`config.mk`:
```
export PLATFORM = sky130hd
export DESIGN_NAME = utf8_to_utf16_transcoder_core_flat
export DESIGN_NICKNAME = d
export VERILOG_FILES = /design/src/rtl/u8u16_pkg.sv /design/src/rtl/u8u16_if.sv /design/src/rtl/utf8_to_utf16_transcoder_core.sv /design/src/flat_wrapper.sv
export SDC_FILE = /design/constraint.sdc
export NUM_CORES = 1
export LEC_CHECK = 0
export BUFFER_PORTS_ARGS = -buffer_cell sky130_fd_sc_hd__clkbuf_2
export CORE_ASPECT_RATIO = 0.75
export CORE_MARGIN = 2
export CORE_UTILIZATION = 40
export CTS_CLUSTER_SIZE = 14
export DETAILED_ROUTE_END_ITERATION = 6
export GPL_TIMING_DRIVEN = 0
export SLEW_MARGIN = 15
export SYNTH_ARGS = -nofsm -noshare
export SYNTH_HDL_FRONTEND = slang
export SYNTH_SLANG_ARGS = --single-unit
```
`constraint.sdc`:
```
create_clock -name clk -period 9.95 [get_ports clk]
set_input_delay 1.4925 -clock clk [delete_from_list [all_inputs] [get_ports clk]]
set_output_delay 1.4925 -clock clk [all_outputs]
set_load 0.05 [all_outputs]
```
`src/rtl/u8u16_pkg.sv`:
```
// ----------------------------------------------------------------------------
// u8u16_pkg
// Shared types and constants for the UTF-8 to UTF-16 transcoder.
// ----------------------------------------------------------------------------
package u8u16_pkg;

  localparam int unsigned ByteW  = 8;
  localparam int unsigned UnitW  = 16;
  localparam int unsigned AccW   = 21;
  localparam int unsigned QDepth = 3;
  localparam int unsigned QCntW  = 2;

  localparam logic [UnitW-1:0] HiSurBase = 16'hd800;
  localparam logic [UnitW-1:0] LoSurBase = 16'hdc00;
  localparam logic [AccW-1:0]  SupOffset = 21'h10000;

  localparam logic [ByteW-1:0] LeadMask2 = 8'he0;
  localparam logic [ByteW-1:0] LeadCode2 = 8'hc0;
  localparam logic [ByteW-1:0] LeadMask3 = 8'hf0;
  localparam logic [ByteW-1:0] LeadCode3 = 8'he0;

  // continuation bytes still expected
  localparam logic [1:0] PendLead = 2'd0;
  localparam logic [1:0] PendOne  = 2'd1;
  localparam logic [1:0] PendTwo  = 2'd2;
  localparam logic [1:0] PendThree = 2'd3;

  typedef struct packed {
    logic [UnitW-1:0] code_unit;
    logic             last_of_char;
    logic             end_of_string;
  } u8u16_unit_t;

endpackage

```
`src/rtl/u8u16_if.sv`:
```
// ----------------------------------------------------------------------------
// u8u16 channel interfaces
// Valid/ready channels for the byte input and the code unit output.
// ----------------------------------------------------------------------------
interface u8u16_in_if
  import u8u16_pkg::*;
();
  logic             valid;
  logic             ready;
  logic [ByteW-1:0] in_byte;

  modport source (output valid, output in_byte, input ready);
  modport sink   (input valid, input in_byte, output ready);
endinterface

interface u8u16_out_if
  import u8u16_pkg::*;
();
  logic             valid;
  logic             ready;
  logic [UnitW-1:0] code_unit;
  logic             last_of_char;
  logic             end_of_string;

  modport source (output valid, output code_unit, output last_of_char,
                  output end_of_string, input ready);
  modport sink   (input valid, input code_unit, input last_of_char,
                  input end_of_string, output ready);
endinterface

```
`src/rtl/utf8_to_utf16_transcoder_core.sv`:
```
// ----------------------------------------------------------------------------
// utf8_to_utf16_transcoder_core
// Non-validating UTF-8 byte stream to UTF-16 code unit decoder.
// ----------------------------------------------------------------------------
// Takes one byte per cycle while input ready is high and emits UTF-16 code
// units through a three-entry output queue. Each byte is decoded in the cycle
// it is accepted; its units (none, one, or a surrogate pair) are queued.
// Sustained rate is one byte per cycle while the output side takes a unit per
// cycle; the queue absorbs the extra unit of a surrogate pair. Input ready
// drops only when the queue cannot take two more units. A zero byte at a lead
// position yields a zero terminator flagged with end_of_string.
// ----------------------------------------------------------------------------
module utf8_to_utf16_transcoder_core
  import u8u16_pkg::*;
(
  input  logic        clk,
  input  logic        rst_n,
  u8u16_in_if.sink    in_ch,
  u8u16_out_if.source out_ch
);

  logic [1:0]      pend_r, pend_nxt;
  logic            four_r, four_nxt;
  logic [AccW-1:0] acc_r, acc_nxt;

  u8u16_unit_t     q_r [QDepth];
  u8u16_unit_t     q_nxt [QDepth];
  u8u16_unit_t     shifted [QDepth];
  logic [QCntW-1:0] cnt_r, cnt_nxt, cnt_pop;

  logic            in_acc, pop;
  logic [1:0]      push_n;
  u8u16_unit_t     unit0, unit1;
  logic [ByteW-1:0] b;
  logic [AccW-1:0] acc_cont, sup_val;

  assign b      = in_ch.in_byte;
  assign pop    = out_ch.valid && out_ch.ready;
  assign cnt_pop = cnt_r - QCntW'(pop);
  // room for a surrogate pair after this cycle's pop
  assign in_ch.ready = (cnt_r <= QCntW'(1)) || (cnt_r == QCntW'(2) && out_ch.ready);
  assign in_acc = in_ch.valid && in_ch.ready;

  assign acc_cont = {acc_r[AccW-7:0], b[5:0]};
  assign sup_val  = acc_cont - SupOffset;

  always_comb begin
    pend_nxt = pend_r;
    four_nxt = four_r;
    acc_nxt  = acc_r;
    push_n   = 2'd0;
    unit0    = '0;
    unit1    = '0;
    if (in_acc) begin
      if (pend_r == PendLead) begin
        if (b[7] == 1'b0) begin
          push_n = 2'd1;
          unit0.code_unit     = {{(UnitW-ByteW){1'b0}}, b};
          unit0.last_of_char  = 1'b1;
          unit0.end_of_string = (b == '0);
        end else if ((b & LeadMask2) == LeadCode2) begin
          acc_nxt  = {{(AccW-5){1'b0}}, b[4:0]};
          pend_nxt = PendOne;
          four_nxt = 1'b0;
        end else if ((b & LeadMask3) == LeadCode3) begin
          acc_nxt  = {{(AccW-4){1'b0}}, b[3:0]};
          pend_nxt = PendTwo;
          four_nxt = 1'b0;
        end else begin
          acc_nxt  = {{(AccW-3){1'b0}}, b[2:0]};
          pend_nxt = PendThree;
          four_nxt = 1'b1;
        end
      end else begin
        acc_nxt  = acc_cont;
        pend_nxt = pend_r - 2'd1;
        if (pend_r == PendOne) begin
          acc_nxt = '0;
          if (four_r) begin
            four_nxt = 1'b0;
            push_n   = 2'd2;
            unit0.code_unit    = HiSurBase | {6'd0, sup_val[19:10]};
            unit1.code_unit    = LoSurBase | {6'd0, acc_cont[9:0]};
            unit1.last_of_char = 1'b1;
          end else begin
            push_n = 2'd1;
            unit0.code_unit    = acc_cont[UnitW-1:0];
            unit0.last_of_char = 1'b1;
          end
        end
      end
    end
  end

  // queue: shift out on pop, then append at the new tail
  always_comb begin
    for (int i = 0; i < QDepth - 1; i++) begin
      shifted[i] = pop ? q_r[i+1] : q_r[i];
    end
    shifted[QDepth-1] = q_r[QDepth-1];
    for (int i = 0; i < QDepth; i++) begin
      q_nxt[i] = shifted[i];
      if (push_n != 2'd0 && QCntW'(i) == cnt_pop) q_nxt[i] = unit0;
      if (push_n == 2'd2 && QCntW'(i) == cnt_pop + QCntW'(1)) q_nxt[i] = unit1;
    end
    cnt_nxt = cnt_pop + QCntW'(push_n);
  end

  always_ff @(posedge clk) begin
    if (!rst_n) begin
      pend_r <= PendLead;
      four_r <= 1'b0;
      acc_r  <= '0;
      cnt_r  <= '0;
    end else begin
      pend_r <= pend_nxt;
      four_r <= four_nxt;
      acc_r  <= acc_nxt;
      cnt_r  <= cnt_nxt;
    end
  end

  always_ff @(posedge clk) begin
    for (int i = 0; i < QDepth; i++) q_r[i] <= q_nxt[i];
  end

  assign out_ch.valid         = (cnt_r != '0);
  assign out_ch.code_unit     = q_r[0].code_unit;
  assign out_ch.last_of_char  = q_r[0].last_of_char;
  assign out_ch.end_of_string = q_r[0].end_of_string;

  // a beat is only taken when the queue has room for a surrogate pair
  a_no_overflow: assert property (@(posedge clk) disable iff (!rst_n)
    in_acc |-> (cnt_r <= QCntW'(1) || (cnt_r == QCntW'(2) && pop)))
    else $error("input beat accepted without queue room");

  // a high surrogate at the head always has its low half queued behind it
  a_pair_kept: assert property (@(posedge clk) disable iff (!rst_n)
    (out_ch.valid && !out_ch.last_of_char) |-> (cnt_r >= QCntW'(2)))
    else $error("high surrogate without low surrogate");

  a_term_form: assert property (@(posedge clk) disable iff (!rst_n)
    (out_ch.valid && out_ch.end_of_string) |->
      (out_ch.code_unit == '0 && out_ch.last_of_char))
    else $error("malformed terminator");

  a_reset_lead: assert property (@(posedge clk)
    $past(!rst_n) |-> (pend_r == PendLead && cnt_r == '0))
    else $error("not at lead position after reset");

endmodule

```
`src/flat_wrapper.sv`:
```
// flat-port wrapper written by rule: the top's interface ports become plain ports
module utf8_to_utf16_transcoder_core_flat import u8u16_pkg::*;
  (clk, rst_n, in_ch_valid, in_ch_in_byte, in_ch_ready, out_ch_valid, out_ch_code_unit, out_ch_last_of_char, out_ch_end_of_string, out_ch_ready);
  u8u16_in_if in_ch_i ();
  u8u16_out_if out_ch_i ();
  input  logic clk;
  input  logic rst_n;
  input wire logic [$bits(in_ch_i.valid)-1:0] in_ch_valid;
  input wire logic [$bits(in_ch_i.in_byte)-1:0] in_ch_in_byte;
  output wire logic [$bits(in_ch_i.ready)-1:0] in_ch_ready;
  output wire logic [$bits(out_ch_i.valid)-1:0] out_ch_valid;
  output wire logic [$bits(out_ch_i.code_unit)-1:0] out_ch_code_unit;
  output wire logic [$bits(out_ch_i.last_of_char)-1:0] out_ch_last_of_char;
  output wire logic [$bits(out_ch_i.end_of_string)-1:0] out_ch_end_of_string;
  input wire logic [$bits(out_ch_i.ready)-1:0] out_ch_ready;
  assign in_ch_i.valid = in_ch_valid;
  assign in_ch_i.in_byte = in_ch_in_byte;
  assign in_ch_ready = in_ch_i.ready;
  assign out_ch_valid = out_ch_i.valid;
  assign out_ch_code_unit = out_ch_i.code_unit;
  assign out_ch_last_of_char = out_ch_i.last_of_char;
  assign out_ch_end_of_string = out_ch_i.end_of_string;
  assign out_ch_i.ready = out_ch_ready;
  utf8_to_utf16_transcoder_core u_core (.clk(clk), .rst_n(rst_n), .in_ch(in_ch_i), .out_ch(out_ch_i));
endmodule
```
-- Word level (Yosys, flattened, before mapping)
Memory sizes are Yosys's and may differ from the RTL's.
Index checks and enable logic that the tools add are counted.
- memories: 1
- input port bits: 12
- output and inout bits: 20
- RAM bits: 54
- word-level logic and storage cells: 78
- register bits after elaboration: 19
- memory list (memory ; words ; bits a word ; rd ports ; clocked after Yosys merged registers in ; wr ports ; line ; source):
    u_core.q_r ; 3 ; 18 ; 3 ; 0 ; 3 ; utf8_to_utf16_transcoder_core.sv:26 ; u8u16_unit_t q_r [QDepth];
- reductions and logical operators: 19
- multiplexer cells: 38
- equality and inequality tests: 10
- $add $sub $neg: 5
- order comparisons: 1
- operators with widths (cell ; count):
    18-bit two-way mux ; 9
    17-bit two-way mux ; 6
    14-bit two-way mux ; 3
    20-bit by 17-bit subtractor with 20-bit output (second input constant) ; 1
    16-bit two-way mux ; 1
    2-bit two-way mux ; 7
    1-bit logical AND ; 9
    1-bit two-way mux ; 9
    9-bit two-way mux ; 1
    8-bit zero test ; 1
    2-bit zero test ; 3
    2-bit nonzero test ; 3
    5-bit two-way mux ; 1
    1-bit by 2-bit equality test with 1-bit output (first input constant) ; 2
    2-bit equality test (first input constant) ; 2
    2-bit equality test (second input constant) ; 2
    4-bit equality test (second input constant) ; 1
    4-bit two-way mux ; 1
    3-bit equality test (second input constant) ; 1
    3-bit AND reduction ; 1
    2-bit by 1-bit adder with 2-bit output (second input constant) ; 1
    2-bit adder ; 1
    2-bit by 1-bit equality test with 1-bit output (second input constant) ; 1
    2-bit by 1-bit <= comparator with 1-bit output (second input constant) ; 1
    5 further kinds ; 5

-- Logic depth before layout (Yosys ltp)
- word-level depth: 9
- depth in mapped cells: 10
- mapped depth without buffers: 8

-- Least setup slack after synthesis
OpenSTA, ideal clock, no wires.
- kind: input-to-reg
- start point: in out_ch_ready
- end point: mem u_core.q_r[0][19] (netlist bit), enable pin
- cell stages on the path: 9
- arrival time: 3.518 ns
- setup time: 0.375 ns
- setup slack: 6.056 ns
- buffers on the path: 2
- data required time: 9.575 ns
- cells stage by stage: o21ai_0 > inv_1 > ha_1 > buf_2 > inv_1 > nor2_1 > buf_2 > nand2_1 > nand3_1
- RTL lines (element ; line ; source):
    from (decl) ; flat_wrapper.sv:15 ; input wire logic [$bits(out_ch_i.ready)-1:0] out_ch_ready;
    to (decl) ; utf8_to_utf16_transcoder_core.sv:26 ;

==> flow_summary.toml <==
[run_status]
status = "finished, final reports clean"

[timing]
hold_viol = 0
relSlewSlack_pct = 27.3
skew_ps = 5.52
maxSlewViolCount = 0
fin_crit_sh_pct = 46.7
layout_min_cycle_time_ps = 4650
worst_pin_slew_ps = 1080
setup_viol = 0
fmax_mhz = 215
final.setup.tns_ps = 0
rsz0062_at_grt = "false"

[worst_hold_path]
hold_path.class = "reg2reg"

[synthesis]
synth_cells = 393
synth_edf_count = 48
synth_area_sq_um = 3960
synth_cell_types = 48
synth_area_leader_cell = "edfxtp_1"
synthArstFlopShare_pct = 0
seq_area_frac_synth_pct = 49.0
synth_most_common_cell = "edfxtp_1"
synth.area.top_cells = "edfxtp_1, dfxtp_1, o21ai_0, buf_4, o31ai_1"
synth_seq_cells = 73
ys.warnings.count = 0
synth_top_area_share_pct = 36.4
synth_top_cells_by_count = "edfxtp_1, o21ai_0, dfxtp_1, nand3_1, nor3_1"
synth_flop_cell = "edfxtp_1"
syn_avg_cell_area_sq_um = 10.1
synthesis.nets = 408

[global_route]
first_global_vias = 3088
grtUsageTotal_pct = 19.9
overflow = 0
antenna_found_initial = 0
grt_max_degree = 17
grt_pass1_wl_um = 16700

[route]
first_pass_iters = 5
initialDrtViolationCount = 305
avgRoutedWirePerCell_um = 18.0
ant_nets = 0
routed-via-count = 3349
wl_um = 10300
drc = 0
drt-vias-per-instance = 5.87

[cells_and_area]
drive_above_1_share_pct = 21.0
areaGrowthSynthToFinish_pct = 15.4
fin_area_sq_um = 4570
n_fill_cell = 924
fin_nets = 449
n_antenna_cell = 0

[placed_design]
dpl.hpwl_um = 7730
routabilityCongestion = 0.977
port_buffers = 30
place_area_sq_um = 4280

[die]
core_sq_um = 9660
die_w_um = 119
initial_utilization_pct = 41.0
fp.dieArea_sq_um = 10700
die_y_um = 90.2
row_count = 31
ios = 32

[setup_path]
critical_path_arrival_ps = 4620
end_kind = "register"
worstPathRequired_ps = 9920
path_max_fanout = 16
r2r_slack_ps = 5500
crit_type = "in2reg"
startpoint_type = "primary input"

[clock_network]
ctsResizeCount = 0
cts_buffers = 9
cts_sinks = 73
cts-root-buf = "clkbuf_16"
clock_latency_ps = 340
hold_buffers = 0
cts_buffer_depth = 2
ctsHtreeMaxLevel = 3
clkTransAtPathRegs_ps = 60
cts_tree = "yes"
postCtsSetupRepairBufs = 0

[run]
drv_cap = 0

[power_and_ir_drop]
peakVddDrop_uv = 113
powerDensity_nw_per_um2 = 284
p_leak_uw = 0.00155
## cells in the final DEF (no fill, tap or decap), drive strengths merged, types with 2 or more instances in the layout
cell / instances
nand2: 18
a21oi: 19
nand3b: 2
a22o: 13
nand2b: 2
a31oi: 7
nor2b: 12
buf: 30
or2: 2
a211oi: 2
a21boi: 8
edfxtp: 48
inv: 10
clkbuf: 51
or4: 2
nand3: 22
a221o: 2
dfxtp: 25
and2: 6
o21ai: 27
a311oi: 4
a32o: 4
ha: 3
o22ai: 3
o31ai: 16
a221oi: 4
xnor2: 4
clkinv: 3
nand4: 9
a22oi: 9
o211ai: 10
nor2: 17
nor4: 3
nor3: 22
mux2: 6
a211o: 2
clkinvlp: 3
## sequential cells by signal, summed over array words and instances, names as in the netlist
signal,cells
u_core.acc_r,14
u_core.cnt_r,2
u_core.four_r,1
u_core.pend_r,2
u_core.q_r,54
## area by class of cell
cell class | instances | area, sq um | area share [%]
Timing Repair Buffer | 30 | 150 | 3.28
Inverter | 10 | 37.5 | 0.821
Clock buffer | 9 | 225 | 4.92
Tap cell | 132 | 165 | 3.61
Multi-Input combinational cell | 268 | 1740 | 38.0
Buffer | 42 | 244 | 5.34
Clock inverter | 7 | 71.3 | 1.56
Sequential cell | 73 | 1940 | 42.5
## report_power, final
| group | leakage [uW] | switching, uW | internal (uW) |
|---|---|---|---|
| sequential | 0.000653 | 27.6 | 425 |
| clock | 0.000137 | 127 | 193 |
| combinational | 0.000763 | 371 | 154 |
## kinds of logic (layout without fill, tap and decap cells)
kind of cell               count (synthesis)  after routing  share of synthesized area (%)
muxes                                      6              6                           1.71
xor gates and xnor gates                   5              5                           1.30
buffers and inverters                     52             98                           7.11
adders and majority gates                  3              3                          0.948
AOI/OAI and AO/OA                        136            136                           24.5
DFF                                       73             73                           49.0
and+or+nand+nor                          118            118                           15.4
## stage by stage
stage,hold WS (ps),instances,power [uW],setup WS [ps],utilization (%)
6_report,512,571,1300,5300,47.4
5_1_grt,552,571,1360,5080,47.4
4_1_cts,506,571,1300,5330,47.4
3_5_place_dp,497,555,980,4990,44.3
3_3_place_gp,493,555,970,5060,44.3
2_1_floorplan,464,393,859,6060,-
## critical path, cell delays in order
cell,delay (ps)
clkbuf_2,90
o21ai_0,400
inv_1,310
ha_1,390
buf_2,190
inv_1,140
nor2_1,360
buf_2,310
nand2_1,220
nand3_1,700
## metal layers
| layer | share of wire, % | routed length [um] | track usage [%] | vias to the layer above |
|---|---|---|---|---|
| li1 | - | - | - | 1596 |
| met1 | 49 | 4990 | 31.1 | 1572 |
| met2 | 41 | 4190 | 26.6 | 165 |
| met3 | 9.0 | 927 | 4.70 | 16 |
| met4 | 1.7 | 174 | 6.25 | 0 |
| met5 | 0 | 0 | 0 | - |
## final timing paths
kind | startpoint | to | cells past startpoint
max | out_ch_ready | u_core.q_r[0][22]$_DFFE_PP_ | 10
min | u_core.q_r[0][51]$_SDFFE_PP0P_ | u_core.q_r[0][51]$_SDFFE_PP0P_ | 2
max reg2reg | u_core.cnt_r[1]$_SDFF_PN0_ | u_core.q_r[0][22]$_DFFE_PP_ | 10
min reg2reg | u_core.q_r[0][51]$_SDFFE_PP0P_ | u_core.q_r[0][51]$_SDFFE_PP0P_ | 2
Note: power is estimated with default switching activity, not from simulation.
